[src/sv/epoch_seconds_to_calendar_unit_macros.svh]
// Assertion macros used by the controller of the calendar conversion unit.
`ifndef EPOCH_SECONDS_TO_CALENDAR_UNIT_MACROS_SVH
`define EPOCH_SECONDS_TO_CALENDAR_UNIT_MACROS_SVH
`ifndef SYNTHESIS
`define ESC_ASSERT_ALWAYS(lbl, clk, rst_n, expr) \
    lbl: assert property (@(posedge clk) disable iff (!(rst_n)) (expr)) \
        else $error("assertion failed");
`define ESC_ASSERT_IMPLIES(lbl, clk, rst_n, ante, cons) \
    lbl: assert property (@(posedge clk) disable iff (!(rst_n)) (ante) |-> (cons)) \
        else $error("assertion failed");
`define ESC_ASSERT_NEXT(lbl, clk, rst_n, ante, cons) \
    lbl: assert property (@(posedge clk) disable iff (!(rst_n)) (ante) |=> (cons)) \
        else $error("assertion failed");
`else
`define ESC_ASSERT_ALWAYS(lbl, clk, rst_n, expr)
`define ESC_ASSERT_IMPLIES(lbl, clk, rst_n, ante, cons)
`define ESC_ASSERT_NEXT(lbl, clk, rst_n, ante, cons)
`endif
`endif

[src/sv/esc_pkg.sv]
// Types, constants and the month length table of the calendar conversion unit.
package esc_pkg;

    // Each constant division first drops the power-of-two factor of its divisor as a plain
    // shift. The odd part is then divided by multiplying with floor(2^k / divisor), where k is
    // the width of the shifted dividend. That estimate is never high and at most one short,
    // so a single compare and subtract finishes it.
    localparam logic [10:0] DAY_DIVISOR  = 11'd675;   // 86400 / 128
    localparam logic [10:0] HOUR_DIVISOR = 11'd225;   // 3600 / 16
    localparam logic [10:0] MIN_DIVISOR  = 11'd15;    // 60 / 4
    localparam logic [10:0] WEEK_DIVISOR = 11'd7;

    localparam logic [15:0] DAY_RECIP  = 16'd49710;   // 2^25 / 675
    localparam logic [5:0]  HOUR_RECIP = 6'd36;       // 2^13 / 225
    localparam logic [6:0]  MIN_RECIP  = 7'd68;       // 2^10 / 15
    localparam logic [13:0] WEEK_RECIP = 14'd9362;    // 2^16 / 7

    // Day 0 of the epoch was a Thursday.
    localparam logic [15:0] WEEKDAY_OFFSET = 16'd4;

    localparam logic [11:0] BASE_YEAR      = 12'd1970;
    localparam logic [6:0]  BASE_YEAR_M100 = 7'd70;
    localparam logic [6:0]  LAST_M100      = 7'd99;
    localparam logic [8:0]  BASE_YEAR_M400 = 9'd370;
    localparam logic [8:0]  LAST_M400      = 9'd399;
    localparam logic [3:0]  LAST_MONTH     = 4'd11;

    // Steps of one constant division.
    localparam logic [1:0] STEP_EST    = 2'd0;
    localparam logic [1:0] STEP_REM    = 2'd1;
    localparam logic [1:0] STEP_ADJUST = 2'd2;

    typedef enum logic [7:0] {
        S_IDLE     = 8'b0000_0001,
        S_DIV_DAY  = 8'b0000_0010,
        S_DIV_HOUR = 8'b0000_0100,
        S_DIV_MIN  = 8'b0000_1000,
        S_DIV_WEEK = 8'b0001_0000,
        S_YEAR     = 8'b0010_0000,
        S_MONTH    = 8'b0100_0000,
        S_FINISH   = 8'b1000_0000
    } t_state;

    typedef enum logic [3:0] {
        OP_NONE,
        OP_LOAD_IN,
        OP_EST,
        OP_REM,
        OP_ADJUST,
        OP_YEAR_STEP,
        OP_LOAD_MONTH,
        OP_MONTH_STEP,
        OP_LOAD_OUT
    } t_dp_op;

    typedef enum logic [1:0] {
        DIV_DAY,
        DIV_HOUR,
        DIV_MIN,
        DIV_WEEK
    } t_div_sel;

    typedef struct packed {
        t_dp_op   op;
        t_div_sel sel;
    } t_dp_cmd;

    typedef struct packed {
        logic year_done;
        logic month_done;
    } t_dp_status;

    function automatic logic [4:0] month_len(input logic [3:0] month, input logic leap);
        logic [4:0] len;
        unique case (month)
            4'd1:                      len = leap ? 5'd29 : 5'd28;
            4'd3, 4'd5, 4'd8, 4'd10:   len = 5'd30;
            default:                   len = 5'd31;
        endcase
        return len;
    endfunction

endpackage

[src/sv/esc_dp.sv]
// Datapath of the calendar conversion unit: constant dividers, year and month walk, result register.
module esc_dp
    import esc_pkg::*;
(
    input  logic        i_clk,
    input  t_dp_cmd     i_cmd,
    output t_dp_status  o_status,
    input  logic [31:0] i_epoch_seconds,
    output logic [5:0]  o_second_of_minute,
    output logic [5:0]  o_minute_of_hour,
    output logic [4:0]  o_hour_of_day,
    output logic [2:0]  o_weekday,
    output logic [11:0] o_year_number,
    output logic [3:0]  o_month_number,
    output logic [4:0]  o_day_of_month,
    output logic [8:0]  o_day_of_year
);

    logic [31:0] r_secs;
    logic [15:0] r_q;
    logic [10:0] r_r;
    logic [15:0] r_days;
    logic [16:0] r_sod;
    logic [11:0] r_msec;
    logic [4:0]  r_hour;
    logic [5:0]  r_minute;
    logic [5:0]  r_second;
    logic [2:0]  r_weekday;
    logic [11:0] r_year;
    logic [6:0]  r_y100;
    logic [8:0]  r_y400;
    logic [3:0]  r_month;
    logic [8:0]  r_yday;

    logic [5:0]  r_o_second;
    logic [5:0]  r_o_minute;
    logic [4:0]  r_o_hour;
    logic [2:0]  r_o_weekday;
    logic [11:0] r_o_year;
    logic [3:0]  r_o_month;
    logic [4:0]  r_o_mday;
    logic [8:0]  r_o_yday;

    logic [40:0] w_day_prod;
    logic [18:0] w_hour_prod;
    logic [16:0] w_min_prod;
    logic [15:0] w_week_x;
    logic [29:0] w_week_prod;
    logic [24:0] w_x;
    logic [10:0] w_d;
    logic [15:0] w_est;
    logic [26:0] w_sub;
    logic        w_over;
    logic [10:0] w_rem;
    logic [15:0] w_quo;
    logic        w_leap;
    logic [8:0]  w_ylen;
    logic [4:0]  w_mlen;

    assign w_day_prod  = 41'(r_secs[31:7]) * 41'(DAY_RECIP);
    assign w_hour_prod = 19'(r_sod[16:4]) * 19'(HOUR_RECIP);
    assign w_min_prod  = 17'(r_msec[11:2]) * 17'(MIN_RECIP);
    assign w_week_x    = 16'(r_days + WEEKDAY_OFFSET);
    assign w_week_prod = 30'(w_week_x) * 30'(WEEK_RECIP);

    always_comb begin
        case (i_cmd.sel)
            DIV_DAY: begin
                w_x   = r_secs[31:7];
                w_d   = DAY_DIVISOR;
                w_est = w_day_prod[40:25];
            end
            DIV_HOUR: begin
                w_x   = {12'd0, r_sod[16:4]};
                w_d   = HOUR_DIVISOR;
                w_est = {10'd0, w_hour_prod[18:13]};
            end
            DIV_MIN: begin
                w_x   = {15'd0, r_msec[11:2]};
                w_d   = MIN_DIVISOR;
                w_est = {9'd0, w_min_prod[16:10]};
            end
            default: begin
                w_x   = {9'd0, w_week_x};
                w_d   = WEEK_DIVISOR;
                w_est = {2'd0, w_week_prod[29:16]};
            end
        endcase
    end

    // The remainder against the estimate lies below twice the divisor.
    assign w_sub  = {2'd0, w_x} - ({11'd0, r_q} * {16'd0, w_d});
    assign w_over = r_r >= w_d;
    assign w_rem  = w_over ? r_r - w_d : r_r;
    assign w_quo  = r_q + {15'd0, w_over};

    // The year remainders are carried as counters so the leap rule needs no divider.
    assign w_leap = (r_year[1:0] == 2'd0) && ((r_y100 != 7'd0) || (r_y400 == 9'd0));
    assign w_ylen = w_leap ? 9'd366 : 9'd365;
    assign w_mlen = month_len(r_month, w_leap);

    assign o_status.year_done  = r_days < {7'd0, w_ylen};
    assign o_status.month_done = (r_month == LAST_MONTH) || (r_days < {11'd0, w_mlen});

    always_ff @(posedge i_clk) begin
        case (i_cmd.op)
            OP_LOAD_IN: begin
                r_secs <= i_epoch_seconds;
                r_year <= BASE_YEAR;
                r_y100 <= BASE_YEAR_M100;
                r_y400 <= BASE_YEAR_M400;
            end
            OP_EST: begin
                r_q <= w_est;
            end
            OP_REM: begin
                r_r <= w_sub[10:0];
            end
            OP_ADJUST: begin
                // The bits shifted off the dividend go back below the remainder.
                case (i_cmd.sel)
                    DIV_DAY: begin
                        r_days <= w_quo;
                        r_sod  <= {w_rem[9:0], r_secs[6:0]};
                    end
                    DIV_HOUR: begin
                        r_hour <= w_quo[4:0];
                        r_msec <= {w_rem[7:0], r_sod[3:0]};
                    end
                    DIV_MIN: begin
                        r_minute <= w_quo[5:0];
                        r_second <= {w_rem[3:0], r_msec[1:0]};
                    end
                    default: begin
                        r_weekday <= w_rem[2:0];
                    end
                endcase
            end
            OP_YEAR_STEP: begin
                r_days <= r_days - {7'd0, w_ylen};
                r_year <= r_year + 12'd1;
                r_y100 <= (r_y100 == LAST_M100) ? 7'd0 : r_y100 + 7'd1;
                r_y400 <= (r_y400 == LAST_M400) ? 9'd0 : r_y400 + 9'd1;
            end
            OP_LOAD_MONTH: begin
                r_yday  <= r_days[8:0];
                r_month <= 4'd0;
            end
            OP_MONTH_STEP: begin
                r_days  <= r_days - {11'd0, w_mlen};
                r_month <= r_month + 4'd1;
            end
            OP_LOAD_OUT: begin
                r_o_second  <= r_second;
                r_o_minute  <= r_minute;
                r_o_hour    <= r_hour;
                r_o_weekday <= r_weekday;
                r_o_year    <= r_year;
                r_o_month   <= r_month + 4'd1;
                r_o_mday    <= r_days[4:0] + 5'd1;
                r_o_yday    <= r_yday;
            end
            default: begin
            end
        endcase
    end

    assign o_second_of_minute = r_o_second;
    assign o_minute_of_hour   = r_o_minute;
    assign o_hour_of_day      = r_o_hour;
    assign o_weekday          = r_o_weekday;
    assign o_year_number      = r_o_year;
    assign o_month_number     = r_o_month;
    assign o_day_of_month     = r_o_mday;
    assign o_day_of_year      = r_o_yday;

endmodule

[src/sv/esc_ctrl.sv]
// Controller of the calendar conversion unit: sequencing, step counting and handshakes.
`include "epoch_seconds_to_calendar_unit_macros.svh"
module esc_ctrl
    import esc_pkg::*;
(
    input  logic       i_clk,
    input  logic       i_rst_n,
    input  logic       i_valid,
    output logic       o_ready,
    output logic       o_valid,
    input  logic       i_ready,
    output t_dp_cmd    o_cmd,
    input  t_dp_status i_status
);

    t_state     r_state, n_state;
    logic [1:0] r_cnt, n_cnt;
    logic       r_out_valid, n_out_valid;

    function automatic t_dp_op div_op(input logic [1:0] step);
        t_dp_op op;
        unique case (step)
            STEP_EST: op = OP_EST;
            STEP_REM: op = OP_REM;
            default:  op = OP_ADJUST;
        endcase
        return op;
    endfunction

    always_comb begin
        n_state     = r_state;
        n_cnt       = r_cnt;
        n_out_valid = r_out_valid;
        o_cmd.op    = OP_NONE;
        o_cmd.sel   = DIV_DAY;
        if (r_out_valid && i_ready) begin
            n_out_valid = 1'b0;
        end
        unique case (r_state)
            S_IDLE: begin
                if (i_valid) begin
                    o_cmd.op = OP_LOAD_IN;
                    n_cnt    = STEP_EST;
                    n_state  = S_DIV_DAY;
                end
            end
            S_DIV_DAY: begin
                o_cmd.sel = DIV_DAY;
                o_cmd.op  = div_op(r_cnt);
                if (r_cnt == STEP_ADJUST) begin
                    n_cnt   = STEP_EST;
                    n_state = S_DIV_HOUR;
                end else begin
                    n_cnt = r_cnt + 2'd1;
                end
            end
            S_DIV_HOUR: begin
                o_cmd.sel = DIV_HOUR;
                o_cmd.op  = div_op(r_cnt);
                if (r_cnt == STEP_ADJUST) begin
                    n_cnt   = STEP_EST;
                    n_state = S_DIV_MIN;
                end else begin
                    n_cnt = r_cnt + 2'd1;
                end
            end
            S_DIV_MIN: begin
                o_cmd.sel = DIV_MIN;
                o_cmd.op  = div_op(r_cnt);
                if (r_cnt == STEP_ADJUST) begin
                    n_cnt   = STEP_EST;
                    n_state = S_DIV_WEEK;
                end else begin
                    n_cnt = r_cnt + 2'd1;
                end
            end
            S_DIV_WEEK: begin
                o_cmd.sel = DIV_WEEK;
                o_cmd.op  = div_op(r_cnt);
                if (r_cnt == STEP_ADJUST) begin
                    n_cnt   = STEP_EST;
                    n_state = S_YEAR;
                end else begin
                    n_cnt = r_cnt + 2'd1;
                end
            end
            S_YEAR: begin
                if (i_status.year_done) begin
                    o_cmd.op = OP_LOAD_MONTH;
                    n_state  = S_MONTH;
                end else begin
                    o_cmd.op = OP_YEAR_STEP;
                end
            end
            S_MONTH: begin
                if (i_status.month_done) begin
                    n_state = S_FINISH;
                end else begin
                    o_cmd.op = OP_MONTH_STEP;
                end
            end
            S_FINISH: begin
                // The result register may still hold the previous beat.
                if (!r_out_valid || i_ready) begin
                    o_cmd.op    = OP_LOAD_OUT;
                    n_out_valid = 1'b1;
                    n_state     = S_IDLE;
                end
            end
            default: begin
                n_state = S_IDLE;
            end
        endcase
    end

    always_ff @(posedge i_clk) begin
        if (!i_rst_n) begin
            r_state     <= S_IDLE;
            r_cnt       <= STEP_EST;
            r_out_valid <= 1'b0;
        end else begin
            r_state     <= n_state;
            r_cnt       <= n_cnt;
            r_out_valid <= n_out_valid;
        end
    end

    assign o_ready = (r_state == S_IDLE);
    assign o_valid = r_out_valid;

    `ESC_ASSERT_IMPLIES(a_no_overwrite, i_clk, i_rst_n, o_cmd.op == OP_LOAD_OUT, !r_out_valid || i_ready)
    `ESC_ASSERT_NEXT(a_accept_starts, i_clk, i_rst_n, i_valid && o_ready, r_state == S_DIV_DAY)
    `ESC_ASSERT_ALWAYS(a_cnt_range, i_clk, i_rst_n, r_cnt <= STEP_ADJUST)
    `ESC_ASSERT_IMPLIES(a_valid_from_finish, i_clk, i_rst_n, $rose(r_out_valid), $past(r_state) == S_FINISH)

endmodule

[src/sv/epoch_seconds_to_calendar_unit.sv]
// Top level of the epoch seconds to Gregorian calendar conversion unit.
// Converts one 32-bit count of seconds since 1970-01-01 00:00:00 UTC at a time into second,
// minute, hour, weekday, year, month, day of month and zero-based day of year. The day, hour,
// minute and weekday splits are constant divisions, each done as a reciprocal estimate, its
// remainder and a final compare and subtract. Years are then stepped off one per cycle and
// months one per cycle, and a final step loads the result register once it is free. The year
// output runs from 1970 to 2106. A new beat is taken the cycle after the previous item has
// reached the result register, which holds it until taken; while it is still waiting the
// next item stalls before that register.
module epoch_seconds_to_calendar_unit
    import esc_pkg::*;
(
    input  logic        i_clk,
    input  logic        i_rst_n,
    input  logic        i_valid,
    output logic        o_ready,
    input  logic [31:0] i_epoch_seconds,
    output logic        o_valid,
    input  logic        i_ready,
    output logic [5:0]  o_second_of_minute,
    output logic [5:0]  o_minute_of_hour,
    output logic [4:0]  o_hour_of_day,
    output logic [2:0]  o_weekday,
    output logic [11:0] o_year_number,
    output logic [3:0]  o_month_number,
    output logic [4:0]  o_day_of_month,
    output logic [8:0]  o_day_of_year
);

    t_dp_cmd    w_cmd;
    t_dp_status w_status;

    esc_ctrl u_ctrl (
        .i_clk    (i_clk),
        .i_rst_n  (i_rst_n),
        .i_valid  (i_valid),
        .o_ready  (o_ready),
        .o_valid  (o_valid),
        .i_ready  (i_ready),
        .o_cmd    (w_cmd),
        .i_status (w_status)
    );

    esc_dp u_dp (
        .i_clk              (i_clk),
        .i_cmd              (w_cmd),
        .o_status           (w_status),
        .i_epoch_seconds    (i_epoch_seconds),
        .o_second_of_minute (o_second_of_minute),
        .o_minute_of_hour   (o_minute_of_hour),
        .o_hour_of_day      (o_hour_of_day),
        .o_weekday          (o_weekday),
        .o_year_number      (o_year_number),
        .o_month_number     (o_month_number),
        .o_day_of_month     (o_day_of_month),
        .o_day_of_year      (o_day_of_year)
    );

endmodule
[config.mk]
export PLATFORM = sky130hd
export DESIGN_NAME = epoch_seconds_to_calendar_unit
export DESIGN_NICKNAME = d
export VERILOG_FILES = /design/src/sv/esc_pkg.sv /design/src/sv/esc_dp.sv /design/src/sv/esc_ctrl.sv /design/src/sv/epoch_seconds_to_calendar_unit.sv
export VERILOG_INCLUDE_DIRS = /design/src /design/src/sv
export SDC_FILE = /design/constraint.sdc
export NUM_CORES = 1
export LEC_CHECK = 0
export BUFFER_PORTS_ARGS = -buffer_cell sky130_fd_sc_hd__buf_2
export CORE_UTILIZATION = 33
export CTS_CLUSTER_DIAMETER = 60
export DETAILED_ROUTE_END_ITERATION = 8
export GPL_TIMING_DRIVEN = 0
export HOLD_SLACK_MARGIN = 0.06
export SYNTH_ARGS = -nofsm -noshare
export SYNTH_HDL_FRONTEND = slang
export SYNTH_SLANG_ARGS = --single-unit
[constraint.sdc]
create_clock -name i_clk -period 7.4 [get_ports i_clk]
set_input_delay 0.37 -clock i_clk [delete_from_list [all_inputs] [get_ports i_clk]]
set_output_delay 0.37 -clock i_clk [all_outputs]
set_load 0.03 [all_outputs]
==> qor.yml, run 1 <==
global_route:
  use_met2_pct: 26.3
  gr-usage-met1_pct: 20.6
  antenna_found_initial: 0
  busiest_layer: "met2"
  grt_max_degree: 33
  global_route.usage.met3_pct: 2.10
  grt_pass1_vias: 14200
  grtUsageTotal_pct: 15.4
  grt_first_pass_wirelength_mm: 76.2
  grt_overflow: 0
logic_synthesis:
  syn-mean-instance-area_um2: 11.1
  ys_warn_count: 0
  ys_types: 69
  async_flop_share_pct: 0
  ys.flop_type: "edfxtp_1"
  ys_ff_latch: 226
  seq_area_frac_synth_pct: 33.3
  syn_area_mm2: 0.0201
  syn_nets: 2346
  synth_edf_count: 215
  syn_inst: 1808
clocking:
  cts_setup_buffers: 0
  post_cts_resized: 0
  htreeDepth: 1
  cts_buffer_depth: 3
  cts_tree: "yes"
  cts_buffers: 28
  clock_latency_ps: 600
  cts_sinks: 226
  cts-root-buf: "clkbuf_16"
  path_clk_slew_ps: 70
routing:
  ant_nets: 0
  first_pass_iters: 6
  vias: 13700
  vias_per_cell: 4.94
  drt-total-wl_mm: 46.7
  drt-initial-drc-count: 943
  avgRoutedWirePerCell_um: 16.9
  drc: 0
floorplanning:
  io_pins: 88
  std_cell_rows: 90
  chipWidth_um: 249
  core_mm2: 0.0602
  die_area_mm2: 0.0618
  start_util_pct: 33.3
  die_h_um: 249
sta:
  rsz0062_at_grt: "false"
  finalSetupViolations: 0
  max-slew-margin-rel_pct: 27.7
  finalCritPeriodShare_pct: 88.9
  fin_hold_ws_ps: 132
  fin_worst_skew_ps: 22.6
  min_period_ps: 6580
  tightest_slew_ps: 1090
  slew_violations: 0
  hold_viol: 0
  fmax_ghz: 0.152
status:
  status: "finished clean"
cells_and_area:
  drive_gt1_share_pct: 8.26
  multiInputGateArea_mm2: 0.0122
  antenna_cells: 0
  syn2layout_area_growth_pct: 14.0
  fin_cells: 2767
  regArea_mm2: 0.00668
  nFillCells: 5885
  nets: 2501
  design_area_mm2: 0.0229
placed_design:
  place_area_mm2: 0.0216
  port_buffers: 87
  place.gp.congestion: 0.899
  dp_hpwl_mm: 37.4
  dp.cells: 2682
job:
  cap_viol_max_count: 0
hold_path:
  holdCritPathClass: "primary input to flip-flop"
critical_path:
  critPathMaxFanout: 6
  cp_slowest_cell: "o311ai_0"
  cp-end-kind: "flip-flop"
  start_kind: "flip-flop"
  crit_chain: "inv_1 -> fa_1 -> inv_1 -> ha_1 -> ha_1 -> ha_1 -> inv_1 -> fa_1 -> fa_1 -> inv_1 -> ha_1 -> a21oi_1 -> o221ai_1 -> a221oi_1 -> o211ai_1 -> o311ai_0 -> a21oi_1 -> nor3_1 -> xnor2_1 -> a22o_1"
  crit_required_ps: 7750
  arrival_ps: 6930
  path_class: "flip-flop to flip-flop"
  critPathMaxStageDelay_ps: 600
==> registers in the layout (all words and copies together), names as in the netlist, 5 cells and up <==
signal                   flops
u_dp.r_r                    11
u_dp.r_msec                 12
u_dp.o_minute_of_hour        6
u_dp.r_y100                  7
u_dp.r_y400                  9
u_dp.r_days                 16
u_ctrl.r_state               8
u_dp.r_q                    16
u_dp.r_minute                6
u_dp.r_sod                  17
u_dp.r_hour                  5
u_dp.r_year                 12
u_dp.o_year_number          12
u_dp.o_day_of_year           9
u_dp.r_yday                  9
u_dp.o_day_of_month          5
u_dp.r_second                6
u_dp.o_second_of_minute      6
u_dp.r_secs                 32
u_dp.o_hour_of_day           5
==> per-layer routing <==
layer	routed length, µm	share of wire (%)	vias to the layer above
li1	-	-	6588
met1	21400	46	6708
met2	22200	48	306
met3	1930	4.1	71
met4	1190	2.5	0
met5	0	0	-
==> cell usage after synthesis, types with 9 or more instances <==
cell	number	area, µm²
and3_1	13	81.3
edfxtp_1	215	6460
nor2b_1	13	81.3
nor2_1	89	334
inv_1	293	1100
a21oi_1	73	365
dfxtp_1	11	220
nand3_1	56	280
xor2_1	44	385
nand2b_1	11	68.8
clkbuf_1	29	109
xnor2_1	76	666
and2_1	29	181
o22ai_1	13	81.3
nor3_1	26	130
nand2_1	73	274
a22oi_1	14	105
a211oi_1	9	67.6
or3_1	9	56.3
fa_1	160	3200
ha_1	342	4280
o21ai_0	47	235
a21o_1	20	150
==> worst paths after layout <==
kind / slack [ps] / cells past startpoint / endpoint / startpoint
max: 820 / 20 / u_dp.r_q[13] / u_dp.r_secs[14]
min: 130 / 3 / u_ctrl.o_valid / i_ready
min reg2reg: 420 / 0 / u_dp.o_day_of_year[3] / u_dp.r_yday[3]
max reg2reg: 820 / 20 / u_dp.r_q[13] / u_dp.r_secs[14]
==> cell type report <==
class                           instances  area share, %
Tap cell                              782           4.28
Clock buffer                           28           3.06
Clock inverter                         24           1.19
Inverter                              296           4.86
Timing Repair Buffer                  125           3.69
Sequential cell                       226           29.2
Multi-Input combinational cell       1249           53.1
Buffer                                 37          0.640
==> placed cells by master, fill, tap and decap left out, types with 13 or more instances in the layout <==
master / Yosys / layout
o22ai_1: 13 / 13
and3_1: 13 / 13
buf_2: 6 / 93
ha_1: 342 / 342
xnor2_1: 76 / 76
dlygate4sd3_1: 0 / 33
a21o_1: 20 / 20
clkbuf_16: 0 / 28
nor2_1: 89 / 89
edfxtp_1: 215 / 215
inv_1: 293 / 293
a21oi_1: 73 / 73
a22oi_1: 14 / 14
nor3_1: 26 / 24
nand2_1: 73 / 73
o21ai_0: 47 / 47
fa_1: 160 / 160
clkbuf_1: 29 / 29
and2_1: 29 / 28
xor2_1: 44 / 44
nand3_1: 56 / 56
==> critical path: cells and delay by family (launching register included) <==
family,cells,cell delay (ps)
fa+ha+maj,7,2740
compound gates,7,2190
buf+inv,4,350
flops,1,570
simple gates,1,330
xor+xnor,1,160
==> cells by family after synthesis <==
family                     after synthesis  share of synthesized area, %
adders and majority gates              502                          37.3
muxes                                   10                         0.518
xor gates and xnor gates               120                          5.24
buffers and inverters                  333                          6.27
AOI/OAI and AO/OA                      260                          8.55
DFF                                    226                          33.3
and+or+nand+nor                        357                          8.87
==> repair_timing <==
action | in CTS | in global routing
hold buffers | 33 | 0
setup endpoints to repair | 0 | 0
hold endpoints to repair | 33 | 0
==> stage by stage <==
stage | setup slack, ps | setup TNS, ps | utilization [%]
after CTS | 800 | 0 | 38.0
after global routing | 472 | 0 | 38.0
after floorplan | 1670 | 0 | -
after detailed placement | 779 | 0 | 35.8
after global placement | -267 | -7450 | 35.7
final | 818 | 0 | 38.0
Power of run 1 is left out: the tool's default activity adds up to more than one toggle a clock period on the data nets, which glitch-free logic cannot reach.
==> run 2, diff against run 1 <==
Settings changed: MAX_ROUTING_LAYER from default to met4.
==> run 2 against run 1 <==
Hold slack improved by 43 ps. Worst setup slack gained 24 ps. Maximum frequency is 0.37% higher. Sequential share of layout area hardly changed. Clock skew is 0.95 ps higher. Die area unchanged. Clock-buffer cell count is 2 higher. Non-clock buffer count unchanged. First-iteration DRC count fell by 11%.
==> qor.yml, run 2 (synthesis results as in run 1) <==
sta:
  finalSetupTns_ps: 0  # unchanged
  fmax_ghz: 0.152  # +0.37%
  finalCritPeriodShare_pct: 88.6  # -0.33 points
  fin_worst_skew_ps: 23.5  # +0.948 ps
  min_period_ps: 6560  # -24.3 ps
  max-slew-margin-rel_pct: 23.2  # -4.5 points
  tightest_slew_ps: 1150  # +67.6 ps
  rsz0062_at_grt: "false"
  fin_hold_ws_ps: 176  # +43.4 ps
  slew_violations: 0  # unchanged
  finalSetupViolations: 0  # unchanged
  hold_viol: 0  # unchanged
global_route:
  grtUsageTotal_pct: 16.0  # +0.56 points
  grt_pass1_vias: 14200  # -0.021%
  antenna_found_initial: 0  # unchanged
  grt_max_degree: 33  # unchanged
  grt_overflow: 0  # unchanged
  grt_first_pass_wirelength_mm: 76.8  # +0.76%
placed_design:
  port_buffers: 87  # unchanged
  place.gp.congestion: 0.904  # +0.48%
  dp_hpwl_mm: 37.3  # -0.46%
clocking:
  htreeDepth: 1  # unchanged
  cts_buffers: 28  # unchanged
  cts_setup_buffers: 0  # unchanged
  path_clk_slew_ps: 60  # about the same
  post_cts_resized: 0  # unchanged
  cts_sinks: 226  # unchanged
  cts-root-buf: "clkbuf_16"
  clock_latency_ps: 590  # about the same
  cts_buffer_depth: 3  # unchanged
  cts_tree: "yes"
cells_and_area:
  largest_register: "u_dp.r_secs"
  largestRegisters: "u_dp.r_secs (32), u_dp.r_sod (17)"
  mostFrequentLayoutCells: "ha_1 (342), inv_1 (293), edfxtp_1 (215), fa_1 (160), buf_2 (93)"
  largest_reg_flops: 32  # unchanged
  antenna_cells: 0  # unchanged
  nets: 2501  # unchanged
  drive_gt1_share_pct: 8.11  # -0.15 points
  final_util_pct: 37.9  # -0.044 points
  mostFrequentLayoutCell: "ha_1"
  syn2layout_area_growth_pct: 13.9
hold_path:
  holdCritPathClass: "primary input to flip-flop"
status:
  status: "finished clean"
floorplanning:
  die_h_um: 249  # unchanged
  core_mm2: 0.0602  # unchanged
  start_util_pct: 33.3  # unchanged
  chipWidth_um: 249  # unchanged
  io_pins: 88  # unchanged
  die_area_mm2: 0.0618  # unchanged
  std_cell_rows: 90  # unchanged
critical_path:
  arrival_ps: 6900  # -30 ps
  critPathMaxStageDelay_ps: 590  # about the same
  cp-end-kind: "flip-flop"
  path_delay_family: "adder cells"
  crit_chain: "inv_1 -> fa_1 -> inv_1 -> ha_1 -> ha_1 -> ha_1 -> inv_1 -> fa_1 -> fa_1 -> inv_1 -> ha_1 -> a21oi_1 -> o221ai_1 -> a221oi_1 -> o211ai_1 -> o311ai_0 -> a21oi_1 -> nor3_1 -> xnor2_1 -> a22o_1"
  critPathBufInv: 4  # unchanged
  start_kind: "flip-flop"
  cp_slowest_cell: "o311ai_0"
  critPathMaxFanout: 5  # -1
  crit_required_ps: 7740  # about the same
  path_class: "flip-flop to flip-flop"
routing:
  avgRoutedWirePerCell_um: 16.8  # -0.46%
  drt-total-wl_mm: 46.5  # -0.46%
  drt-initial-drc-count: 835  # -11%
  vias: 13500  # -1.4%
  first_pass_iters: 5  # -1
  ant_nets: 0  # unchanged
  drc: 0  # unchanged
  vias_per_cell: 4.87  # -1.4%
job:
  cap_viol_max_count: 0  # unchanged
## run 2: cell count changes in the layout (fill, tap and decap cells not counted)
cell,delta
clkinv_2,-2
clkinvlp_4,+3
buf_4,+1
clkbuf_1,+2
inv_6,-2
buf_8,-1
clkinv_4,-1
clkinv_1,+1
clkinv_8,-1
## run 2: area by class of cell
cell class | count | area [µm²]
Buffer | 37 | 146
Clock buffer | 30 | 708
Clock inverter | 22 | 246
Fill cell | 5923 | 37400
Inverter | 296 | 1110
Multi-Input combinational cell | 1249 | 12200
Sequential cell | 226 | 6680
Tap cell | 782 | 978
Timing Repair Buffer | 125 | 836
## run 2: final timing paths
check	start	endpoint	slack [ps]	cells after the start
worst max-delay path	u_dp.r_secs[15]	u_dp.r_q[13]	840	20
worst min-delay path	i_ready	u_ctrl.o_valid	180	3
worst max register to register	u_dp.r_secs[15]	u_dp.r_q[13]	840	20
worst min register to register	u_dp.r_second[5]	u_dp.o_second_of_minute[5]	420	0
## run 2: worst register-to-register path: stages (launching register included)
cell      delay, ps
edfxtp_1        530
inv_1           260
fa_1            560
inv_1            40
ha_1            270
ha_1            300
ha_1            280
inv_1            50
fa_1            500
fa_1            540
inv_1            40
ha_1            300
a21oi_1         140
o221ai_1        130
a221oi_1        470
o211ai_1        380
o311ai_0        590
a21oi_1         180
nor3_1          330
xnor2_1         170
a22o_1          260
## run 2: metrics by stage
| step | worst slack (ps) | cells | cell area (µm²) |
|---|---|---|---|
| 2_1_floorplan | 1670 | 1808 | 20100 |
| 3_3_place_gp | -337 | 2677 | 21500 |
| 3_5_place_dp | 780 | 2682 | 21600 |
| 4_1_cts | 795 | 2767 | 22900 |
| 5_1_grt | 446 | 2767 | 22900 |
| 6_report | 842 | 2767 | 22900 |
## run 2: routing by layer
metal	track usage [%]	vias up	routed length, µm	part of all wire [%]
met5	-	-	0	0
met3	2.06	70	2230	4.8
met4	3.57	0	1070	2.3
met1	20.8	6512	21100	45
met2	26.6	311	22100	48
li1	-	6591	-	-
## run 2: repair_timing
action,4_1_cts,5_1_grt
hold buffers,33,0
setup endpoints to repair,0,0
hold endpoints to repair,33,0
Power of run 2 is left out for the same reason.
